===== src/hw/rtl/qdd_pkg.sv =====
package qdd_pkg;

   localparam int unsigned TimeWidth     = 48;
   localparam int unsigned CountWidth    = 5;
   localparam int unsigned DetentWidth   = 4;
   localparam int unsigned DebounceWidth = 16;
   localparam int unsigned CsrDataWidth  = 16;

   // Register indexes on the configuration port.
   typedef enum logic [0:0] {
      CSR_DETENT_STEPS     = 1'b0,
      CSR_EDGE_DEBOUNCE_US = 1'b1
   } csr_index_type;

   localparam logic [DetentWidth-1:0]   DetentStepsReset    = 4'd2;
   localparam logic [DebounceWidth-1:0] EdgeDebounceUsReset = 16'd300;
   localparam logic [1:0]               PreviousAbReset     = 2'b11;

   typedef enum logic [1:0] {
      STEP_NONE = 2'd0,
      STEP_UP   = 2'd1,
      STEP_DOWN = 2'd2
   } step_type;

   // Gray transition table, indexed by {previous AB, current AB}.
   localparam step_type GRAY_STEP [16] = '{
      STEP_NONE, STEP_DOWN, STEP_UP,   STEP_NONE,
      STEP_UP,   STEP_NONE, STEP_NONE, STEP_DOWN,
      STEP_DOWN, STEP_NONE, STEP_NONE, STEP_UP,
      STEP_NONE, STEP_UP,   STEP_DOWN, STEP_NONE
   };

   // Decision for one sample, from the step logic to the state registers.
   typedef struct packed {
      logic                         take;
      logic signed [CountWidth-1:0] count_next;
      logic                         emit;
      logic                         up;
   } step_result_type;

endpackage


===== src/hw/rtl/qdd_step.sv =====
module qdd_step (
   input  logic [1:0]                             previous_ab,
   input  logic [1:0]                             current_ab,
   input  logic [qdd_pkg::TimeWidth-1:0]          now_us,
   input  logic [qdd_pkg::TimeWidth-1:0]          last_step_time,
   input  logic [qdd_pkg::DebounceWidth-1:0]      debounce_us,
   input  logic signed [qdd_pkg::CountWidth-1:0]  detent_count,
   input  logic [qdd_pkg::DetentWidth-1:0]        detent_steps,
   output qdd_pkg::step_result_type               result
);
   import qdd_pkg::*;

   step_type                        step;
   logic [TimeWidth:0]              elapsed;
   logic                            time_ok;
   logic signed [CountWidth-1:0]    base;
   logic signed [CountWidth:0]      sum;
   logic signed [CountWidth:0]      limit_pos;
   logic signed [CountWidth:0]      limit_neg;

   assign step = GRAY_STEP[{previous_ab, current_ab}];

   // The borrow bit of the subtraction flags time going backwards.
   assign elapsed = {1'b0, now_us} - {1'b0, last_step_time};
   assign time_ok = !elapsed[TimeWidth]
                    && (elapsed[TimeWidth-1:0] >= {{(TimeWidth-DebounceWidth){1'b0}}, debounce_us});

   // A step against the counter's sign restarts the count.
   always_comb begin
      base = detent_count;
      if ((detent_count > 0 && step == STEP_DOWN) || (detent_count < 0 && step == STEP_UP)) begin
         base = '0;
      end
   end

   assign sum       = (step == STEP_UP) ? ({base[CountWidth-1], base} + 6'sd1)
                                        : ({base[CountWidth-1], base} - 6'sd1);
   assign limit_pos = $signed({2'b00, detent_steps});
   assign limit_neg = -limit_pos;

   always_comb begin
      result.take       = (step != STEP_NONE) && time_ok;
      result.emit       = 1'b0;
      result.up         = 1'b0;
      result.count_next = sum[CountWidth-1:0];
      if (sum >= limit_pos) begin
         result.emit       = result.take;
         result.up         = 1'b1;
         result.count_next = '0;
      end else if (sum <= limit_neg) begin
         result.emit       = result.take;
         result.count_next = '0;
      end
   end

endmodule


===== src/hw/rtl/quadrature_detent_decoder_unit.sv =====
// Channel  | Ports                                          | Direction
// ---------+------------------------------------------------+----------
// request  | req_valid/req_ready, req_level_a/_b, req_time_us | in
// response | rsp_valid/rsp_ready, rsp_direction_up          | out
// csr      | csr_write_en, csr_index, csr_wdata             | in
//
// A sample word is captured in an input register and decoded from there;
// a detent event, if any, is registered in the output register.
// One word per cycle is sustained while rsp_ready is high: the state update
// logic (table lookup, 48-bit debounce compare, counter add) is combinational.
// Synchronous active-high reset restores the register defaults and the state.
// A stalled response holds the decode stage, which in turn backs up req_ready.
module quadrature_detent_decoder_unit (
   input  logic                                 clock,
   input  logic                                 reset,
   input  logic                                 req_valid,
   output logic                                 req_ready,
   input  logic                                 req_level_a,
   input  logic                                 req_level_b,
   input  logic [qdd_pkg::TimeWidth-1:0]        req_time_us,
   output logic                                 rsp_valid,
   input  logic                                 rsp_ready,
   output logic                                 rsp_direction_up,
   input  logic                                 csr_write_en,
   input  qdd_pkg::csr_index_type               csr_index,
   input  logic [qdd_pkg::CsrDataWidth-1:0]     csr_wdata
);
   import qdd_pkg::*;

   // Configuration registers.
   logic [DetentWidth-1:0]        detent_steps_ff;
   logic [DebounceWidth-1:0]      edge_debounce_us_ff;

   // Input register holding one sample word.
   logic                          in_vld_ff;
   logic [1:0]                    in_ab_ff;
   logic [TimeWidth-1:0]          in_time_ff;

   // Decoder state.
   logic [1:0]                    previous_ab_ff;
   logic signed [CountWidth-1:0]  detent_count_ff;
   logic [TimeWidth-1:0]          last_step_time_ff;

   // Output register.
   logic                          out_vld_ff;
   logic                          out_up_ff;

   logic                          advance;
   step_result_type               step;

   // The decode stage moves whenever the output register is free or draining.
   assign advance   = in_vld_ff && (!out_vld_ff || rsp_ready);
   assign req_ready = !in_vld_ff || advance;

   always_ff @(posedge clock) begin
      if (reset) begin
         detent_steps_ff     <= DetentStepsReset;
         edge_debounce_us_ff <= EdgeDebounceUsReset;
      end else if (csr_write_en) begin
         case (csr_index)
            CSR_DETENT_STEPS:     detent_steps_ff     <= csr_wdata[DetentWidth-1:0];
            CSR_EDGE_DEBOUNCE_US: edge_debounce_us_ff <= csr_wdata[DebounceWidth-1:0];
            default: begin
            end
         endcase
      end
   end

   always_ff @(posedge clock) begin
      if (reset) begin
         in_vld_ff <= 1'b0;
      end else if (req_ready) begin
         in_vld_ff <= req_valid;
      end
   end

   always_ff @(posedge clock) begin
      if (req_valid && req_ready) begin
         in_ab_ff   <= {req_level_a, req_level_b};
         in_time_ff <= req_time_us;
      end
   end

   qdd_step u_step (
      .previous_ab    (previous_ab_ff),
      .current_ab     (in_ab_ff),
      .now_us         (in_time_ff),
      .last_step_time (last_step_time_ff),
      .debounce_us    (edge_debounce_us_ff),
      .detent_count   (detent_count_ff),
      .detent_steps   (detent_steps_ff),
      .result         (step)
   );

   // The AB pair is stored for every sample; the counter and the timestamp
   // only move on a step that passes the debounce window.
   always_ff @(posedge clock) begin
      if (reset) begin
         previous_ab_ff    <= PreviousAbReset;
         detent_count_ff   <= '0;
         last_step_time_ff <= '0;
      end else if (advance) begin
         previous_ab_ff <= in_ab_ff;
         if (step.take) begin
            detent_count_ff   <= step.count_next;
            last_step_time_ff <= in_time_ff;
         end
      end
   end

   always_ff @(posedge clock) begin
      if (reset) begin
         out_vld_ff <= 1'b0;
      end else if (advance && step.emit) begin
         out_vld_ff <= 1'b1;
      end else if (rsp_ready) begin
         out_vld_ff <= 1'b0;
      end
   end

   always_ff @(posedge clock) begin
      if (advance && step.emit) begin
         out_up_ff <= step.up;
      end
   end

   assign rsp_valid        = out_vld_ff;
   assign rsp_direction_up = out_up_ff;

   // A click always leaves the counter cleared.
   a_emit_clears: assert property (@(posedge clock) disable iff (reset)
      (advance && step.emit) |=> (detent_count_ff == '0))
      else $error("detent counter not cleared after a click");

   // The debounce timestamp only moves on an accepted step.
   a_time_hold: assert property (@(posedge clock) disable iff (reset)
      !(advance && step.take) |=> (last_step_time_ff == $past(last_step_time_ff)))
      else $error("last step time changed without an accepted step");

   // A held sample word is not overwritten.
   a_in_hold: assert property (@(posedge clock) disable iff (reset)
      (in_vld_ff && !advance) |=> (in_vld_ff && $stable(in_time_ff) && $stable(in_ab_ff)))
      else $error("held sample word was overwritten");

   // A click reaches the response port in the next cycle.
   a_emit_shown: assert property (@(posedge clock) disable iff (reset)
      (advance && step.emit) |=> (rsp_valid && (rsp_direction_up == $past(step.up))))
      else $error("click did not reach the response port");

endmodule


===== config.mk =====
export PLATFORM = sky130hd
export DESIGN_NAME = quadrature_detent_decoder_unit
export DESIGN_NICKNAME = d
export VERILOG_FILES = /design/src/hw/rtl/qdd_pkg.sv /design/src/hw/rtl/qdd_step.sv /design/src/hw/rtl/quadrature_detent_decoder_unit.sv
export SDC_FILE = /design/constraint.sdc
export NUM_CORES = 1
export LEC_CHECK = 0
export BUFFER_PORTS_ARGS = -buffer_cell sky130_fd_sc_hd__buf_2
export CORE_MARGIN = 2
export CORE_UTILIZATION = 45
export DETAILED_ROUTE_END_ITERATION = 10
export GPL_TIMING_DRIVEN = 0
export PLACE_DENSITY = 0.68
export SETUP_SLACK_MARGIN = 0.15
export SYNTH_ARGS = -nofsm -noshare
export SYNTH_HDL_FRONTEND = slang
export SYNTH_SLANG_ARGS = --single-unit

===== constraint.sdc =====
create_clock -name clock -period 11 [get_ports clock]
set_input_delay 1.65 -clock clock [delete_from_list [all_inputs] [get_ports clock]]
set_output_delay 1.65 -clock clock [all_outputs]
set_load 0.02 [all_outputs]

==> metrics.cfg, run 1 <==
[run_status]
status=finished clean

[sta]
setup_violations=0
worst_slew_pin_slew_ns=1.17
layout_min_cycle_time_ns=6.83
relSlewSlack_pct=22.0
skew_ns=0.00891
rsz0062_at_grt=false
slew_violations=0
fin_crit_sh_pct=62.1
hold_violations=0
fin_ws_ns=4.17
tns_ns=0
timing.fmax_mhz=146

[job]
maxCapViolCount=0

[route]
vias_per_cell=5.54
dr.pass1.iters=5
wl_per_cell_um=15.7
drtIter0Drc=598
detail-route-antenna-nets=0
dr_total_vias=7875
drt-total-wl_um=22300
drcViolationCount=0

[logic_synthesis]
ys_seq_area_share_pct=35.2
synth.most_common_cell=a21oi_1
synth_area_um2=8720
avgSynthCellArea_um2=8.27
synth_nets=1205
synth_edf_count=51
synth_top_area_cell=dfxtp_1
yosys_warnings=0
yosys-top-cells-area=dfxtp_1 18%, edfxtp_1 18%, ha_1 11%
synth_cells=1054
synth-seq-cells=128
async_flop_share_pct=0
synth_flop_cell=dfxtp_1
synth_common_cells=134 x a21oi_1, 100 x nand2_1, 92 x o21ai_0
synthDistinctLibCells=72
synth_top_area_share_pct=17.7

[place]
placed_area_um2=9440
gp_congestion=0.947
place_hpwl_um=17200
io_buffer_count=74
place_ws_ns=4.33

[worst_setup_path]
r2r-start=in_time_ff[3]
crit_fanout=10
crit_path_end_kind=flop
r2r_slack_ns=4.17
critPathRequiredTime_ns=11.35
arrival_ns=7.18
path_class=reg -> reg
r2r_cells=21
reg2reg_to=last_step_time_ff[47]
start_kind=flop

[clock_tree]
postCtsHoldBufs=0
clkSlewWorstSetupHoldPaths_ns=0.06
cts_root_buf=clkbuf_16
cts_buffers=17
clock_latency_ns=0.43
post_cts_resized=0
cts_tree=built
cts_buffer_depth=2
cts.sinks=128
h-tree-depth=4
cts_setup_buffers=0

[floorplan]
rows=50
ioPinCount=75
start_util_pct=46.3
die-area_um2=20500
die_w_um=143
coreArea_um2=18800
die_h_um=143

[min_path]
min_to=edge_debounce_us_ff[6]
holdPathStages=2
min_from=edge_debounce_us_ff[6]
hold_class=reg -> reg

[power]
powerDensity_nw_per_um2=136
p_leak_uw=0.00380
ir_worst_vdd_v=0.000127
total_power_uw=1360

[final_layout]
finalNetCount=1299
design_area_um2=9980
diodes=0
area_growth_pct=14.5
drive_gt1_share_pct=12.0
fill_cells=1787

[global_route]
antenna_found_initial=0
grt_max_degree=29
grt_pass1_vias=7366
grt_pass1_wl_um=36500
grt_usage_pct=22.5
grt.overflow.total=0

worst max-delay path: stages, from the launching register on:
cell and delay [ns]:
edfxtp_1 0.41, ha_1 0.40, a21o_1 0.20, a21oi_1 0.23, a21oi_1 0.18, a221o_1 0.48
a21oi_1 0.20, xnor2_1 0.17, ha_1 0.30, a21oi_1 0.27, o21ai_0 0.17, or4_1 0.41
or3_1 0.34, nor4_2 0.30, o2111ai_1 0.17, a2111oi_1 0.42, o2111ai_1 0.23, or4_4 0.48
nor4_4 0.70, clkbuf_2 0.36, o21ai_0 0.17, a21oi_1 0.17
metal layers:
metal  GRT usage, %  wire (um)  vias to the layer above
li1               -          -                     4001
met5              0          0                        -
met3           4.29       1010                       29
met2           35.9      10000                      183
met4           6.31        397                        0
met1           31.1      10900                     3662
flip-flops by register name, summed over array words and instances, names as in the netlist:
register and flops:
rsp_valid 1, last_step_time_ff 48, in_ab_ff 2, in_time_ff 48, edge_debounce_us_ff 16, detent_steps_ff 4
previous_ab_ff 2, detent_count_ff 5, rsp_direction_up 1, in_vld_ff 1
worst max-delay path by stage:
| stage | startpoint | to | slack [ns] | depth (start not counted) |
|---|---|---|---|---|
| 6_report | in_time_ff[3] | last_step_time_ff[47] | 4.17 | 21 |
| 2_1_floorplan | in_time_ff[3] | last_step_time_ff[10] | 5.54 | 22 |
| 3_3_place_gp | in_time_ff[3] | last_step_time_ff[47] | 4.29 | 21 |
| 5_1_grt | in_time_ff[3] | last_step_time_ff[0] | 3.94 | 21 |
| 4_1_cts | in_time_ff[3] | last_step_time_ff[47] | 4.29 | 21 |
| 3_5_place_dp | in_time_ff[3] | last_step_time_ff[47] | 4.33 | 21 |
cell type report:
| type | instances | area, um2 | share of cell area [%] |
|---|---|---|---|
| multi-input combinational | 775 | 5010 | 50.2 |
| sequential | 128 | 3070 | 30.8 |
| clock buffer | 19 | 433 | 4.34 |
| timing repair buffer | 75 | 390 | 3.91 |
| inverter | 89 | 334 | 3.35 |
| tap | 260 | 325 | 3.26 |
| buffer | 62 | 300 | 3.01 |
| clock inverter | 13 | 116 | 1.17 |
placed cells by master (no fill, tap or decap), drive strengths merged, types with 9 or more instances in the layout:
cell type and n:
clkbuf 58, nor3 19, xor2 15, nand3 57
o211ai 11, o21a 19, a21o 15, dfxtp 77
ha 77, a21oi 135, a211oi 9, buf 98
nor2 40, nand2 100, nand4 23, o21ai 96
nor4 12, edfxtp 51, nor2b 12, nand2b 12
mux2i 10, inv 90, and2 11, xnor2 23
metrics by stage:
stage / hold WS, ns / utilization (%) / cells
global route: 0.481 / 53.0 / 1421
global placement: 0.448 / 50.0 / 1388
detailed placement: 0.450 / 50.1 / 1389
CTS: 0.460 / 53.0 / 1421
floorplan: 0.429 / - / 1054
finish: 0.458 / 53.0 / 1421
power by group:
part	switching (uW)	leakage [uW]	internal (uW)	total, uW
combinational	183	0.00242	118	300
sequential	13.1	0.00112	518	531
clock	214	0.000253	310	524
total	410	0.00380	945	1360
kinds of logic (layout without fill, tap and decap cells):
logic type	Yosys count	count (layout)	share of synthesized area, %
AO/OA/AOI/OAI	339	339	23.2
XOR/XNOR	38	38	3.82
adder cells (fa/ha/maj)	79	79	11.5
buffers and inverters	151	258	7.28
flip-flops	128	128	35.2
multiplexers	11	11	1.28
AND/OR/NAND/NOR	308	308	17.6
Power figures use the tool's default switching activity.
==> run 2, diff against run 1 <==
--- a/config.mk
+++ b/config.mk
@@ -10,7 +10,7 @@
 export CORE_UTILIZATION = 45
 export DETAILED_ROUTE_END_ITERATION = 10
 export GPL_TIMING_DRIVEN = 0
-export PLACE_DENSITY = 0.68
+export PLACE_DENSITY = 0.7
 export SETUP_SLACK_MARGIN = 0.15
 export SYNTH_ARGS = -nofsm -noshare
 export SYNTH_HDL_FRONTEND = slang
==> constraint.sdc (replaced) <==
create_clock -name clock -period 6 [get_ports clock]
set_input_delay 0.9 -clock clock [delete_from_list [all_inputs] [get_ports clock]]
set_output_delay 0.9 -clock clock [all_outputs]
set_load 0.02 [all_outputs]
==> metrics.cfg, run 2 (same netlist as run 1, synthesis figures left out) <==
[power]
comb_power_share_pct=22.8  ; was 22.2%
clkPwrFrac_pct=39.6  ; was 38.6%
ir_worst_vdd_v=0.000196  ; was 0.000127 V
p_sw_share_pct=29.6  ; was 30.2%
seq_power_share_pct=37.7  ; was 39.2%
powerDensity_nw_per_um2=249  ; was 136 nW/um2
total_power_uw=2590  ; was 1360 uW
internal_power_uw=1820  ; was 945 uW
p_leak_uw=0.00395  ; was 0.00380 uW
p_switching_uw=765  ; was 410 uW

[global_route]
grt_max_degree=34  ; was 29
grt_pass1_wl_um=36400  ; was 36,500 um
grt.overflow.total=0  ; unchanged
antenna_found_initial=0  ; unchanged
grt_pass1_vias=7410  ; was 7,366
grt_usage_pct=22.5  ; about the same

[min_path]
holdPathStages=2  ; unchanged
hold_class=reg -> reg  ; unchanged

[route]
vias_per_cell=5.56  ; was 5.54
drtIter0Drc=701  ; was 598
wl_per_cell_um=16.0  ; was 15.7 um
detail-route-antenna-nets=0  ; unchanged
dr.pass1.iters=6  ; was 5
drcViolationCount=0  ; unchanged
drt-total-wl_um=23000  ; was 22,300 um
dr_total_vias=7959  ; was 7,875

[sta]
layout_min_cycle_time_ns=5.81  ; was 6.83 ns
fin_hold_ws_ns=0.456  ; was 0.458 ns
timing.fmax_mhz=172  ; was 146 MHz
fin_crit_sh_pct=96.9  ; was 62.1%
worst_slew_pin_slew_ns=1.20  ; was 1.17 ns
skew_ns=0.0119  ; was 0.00891 ns
rsz0062_at_grt=true  ; was false
relSlewSlack_pct=19.7  ; was 22.0%
hold_violations=0  ; unchanged
fin_ws_ns=0.189  ; was 4.17 ns
slew_violations=0  ; unchanged
setup_violations=0  ; unchanged

[floorplan]
rows=50  ; unchanged
die-area_um2=20500  ; unchanged
start_util_pct=46.3  ; unchanged
die_w_um=143  ; unchanged
coreArea_um2=18800  ; unchanged
die_h_um=143  ; unchanged
ioPinCount=75  ; unchanged

[place]
gp_congestion=0.980  ; was 0.947
io_buffer_count=74  ; unchanged
place_hpwl_um=17100  ; was 17,200 um
place_inst=1389  ; unchanged
place_ws_ns=-0.735  ; was 4.33 ns

[worst_setup_path]
path_class=reg -> reg  ; unchanged
arrival_ns=6.10  ; was 7.18 ns
critPathRequiredTime_ns=6.29  ; was 11.35 ns
cp-endpoint=last_step_time_ff[32]  ; was last_step_time_ff[47]
start_kind=flop  ; unchanged
crit_path_end_kind=flop  ; unchanged
r2r-start=in_time_ff[3]  ; unchanged
cp-startpoint=in_time_ff[3]  ; unchanged
reg2reg_to=last_step_time_ff[32]  ; was last_step_time_ff[47]
crit_fanout=8  ; was 10
r2r_cells=22  ; was 21
r2r_slack_ns=0.19  ; was 4.17 ns

[final_layout]
stdcell_count=1432  ; was 1,421
finalNetCount=1310  ; was 1,299
area_growth_pct=19.1  ; was 14.5%
drive_gt1_share_pct=16.6  ; was 12.0%
final_cell_mix=119 x a21oi_1, 99 x nand2_1, 89 x inv_1  ; was 134 x a21oi_1, 100 x nand2_1, 92 x o21ai_0
largestRegisters=in_time_ff (48), last_step_time_ff (48), edge_debounce_us_ff (16)  ; unchanged
diodes=0  ; unchanged
postLayoutCoreUtil_pct=55.1  ; was 53.0%
final_common_cell=a21oi_1  ; unchanged

[clock_tree]
cts.sinks=128  ; unchanged
cts_buffers=17  ; unchanged
clock_latency_ns=0.43  ; about the same
postCtsHoldBufs=0  ; unchanged
h-tree-depth=4  ; unchanged
cts_root_buf=clkbuf_16  ; unchanged
clkSlewWorstSetupHoldPaths_ns=0.06  ; about the same
cts_tree=built  ; unchanged
cts_buffer_depth=2  ; unchanged

[job]
maxCapViolCount=0  ; unchanged

[run_status]
status=finished clean  ; unchanged

run 2: changes by cell type in the layout (fill, tap and decap cells not counted), sizes merged:
cell      change
buf          +12
clkbuf        +3
clkinvlp      -5
inv           +1
run 2: timing repair:
| item | CTS | global route |
|---|---|---|
| gates cloned | 0 | 1 |
| endpoints found under the setup margin | 55 | 55 |
| setup buffers | 7 | 3 |
| pin swaps | 11 | 11 |
| resized for setup | 21 | 47 |
run 2: power by group through the flow:
stage,sequential [uW],combinational (uW),clock (uW)
after global routing,979,658,1070
after floorplan,984,400,0
after detailed placement,991,544,0
final,975,590,1020
after global placement,991,533,0
after CTS,974,567,1030
run 2: how the worst min path moves through the flow:
stage                     slack, ns                    start                       to
after floorplan                0.43       detent_count_ff[1]       detent_count_ff[1]
after global placement         0.44   edge_debounce_us_ff[1]   edge_debounce_us_ff[1]
after detailed placement       0.45  edge_debounce_us_ff[11]  edge_debounce_us_ff[11]
after CTS                      0.46  edge_debounce_us_ff[11]  edge_debounce_us_ff[11]
final                          0.46  edge_debounce_us_ff[14]  edge_debounce_us_ff[14]
after global routing           0.48  edge_debounce_us_ff[11]  edge_debounce_us_ff[11]
run 2: area by class of cell:
class / instances / area, um2
Buffer: 62 / 338
Timing Repair Buffer: 86 / 490
Sequential cell: 128 / 3070
Clock inverter: 9 / 76.3
Fill cell: 1766 / 8450
Clock buffer: 23 / 510
Multi-Input combinational cell: 775 / 5240
Tap cell: 260 / 325
Inverter: 89 / 334
run 2: critical path: stages (launching register included):
cell and delay [ns]:
edfxtp_1 0.44, ha_4 0.30, a21o_1 0.19, a21oi_2 0.18, a21oi_2 0.09, a221o_1 0.37
a21oi_2 0.18, xnor2_2 0.10, ha_1 0.36, a21oi_2 0.22, o21ai_1 0.11, or4_1 0.40
or3_4 0.36, nor4_4 0.24, o2111ai_2 0.15, a2111oi_2 0.27, o2111ai_1 0.21, or4_4 0.47
or4_4 0.54, buf_12 0.17, clkbuf_16 0.16, nand3_2 0.07, a21oi_1 0.07
run 2: metal layers:
layer / track usage (%) / wire length [um] / vias up
met1: 30.6 / 10800 / 3730
met3: 3.89 / 1170 / 20
met5: 0 / 0 / -
met2: 37.0 / 10700 / 196
li1: - / - / 4013
met4: 5.68 / 285 / 0
run 2: metrics by stage:
step / TNS [ns] / area [um2]
4_1_cts: 0 / 10200
6_report: 0 / 10400
2_1_floorplan: 0 / 8720
3_5_place_dp: -34.23 / 9440
5_1_grt: 0 / 10400
3_3_place_gp: -35.67 / 9410
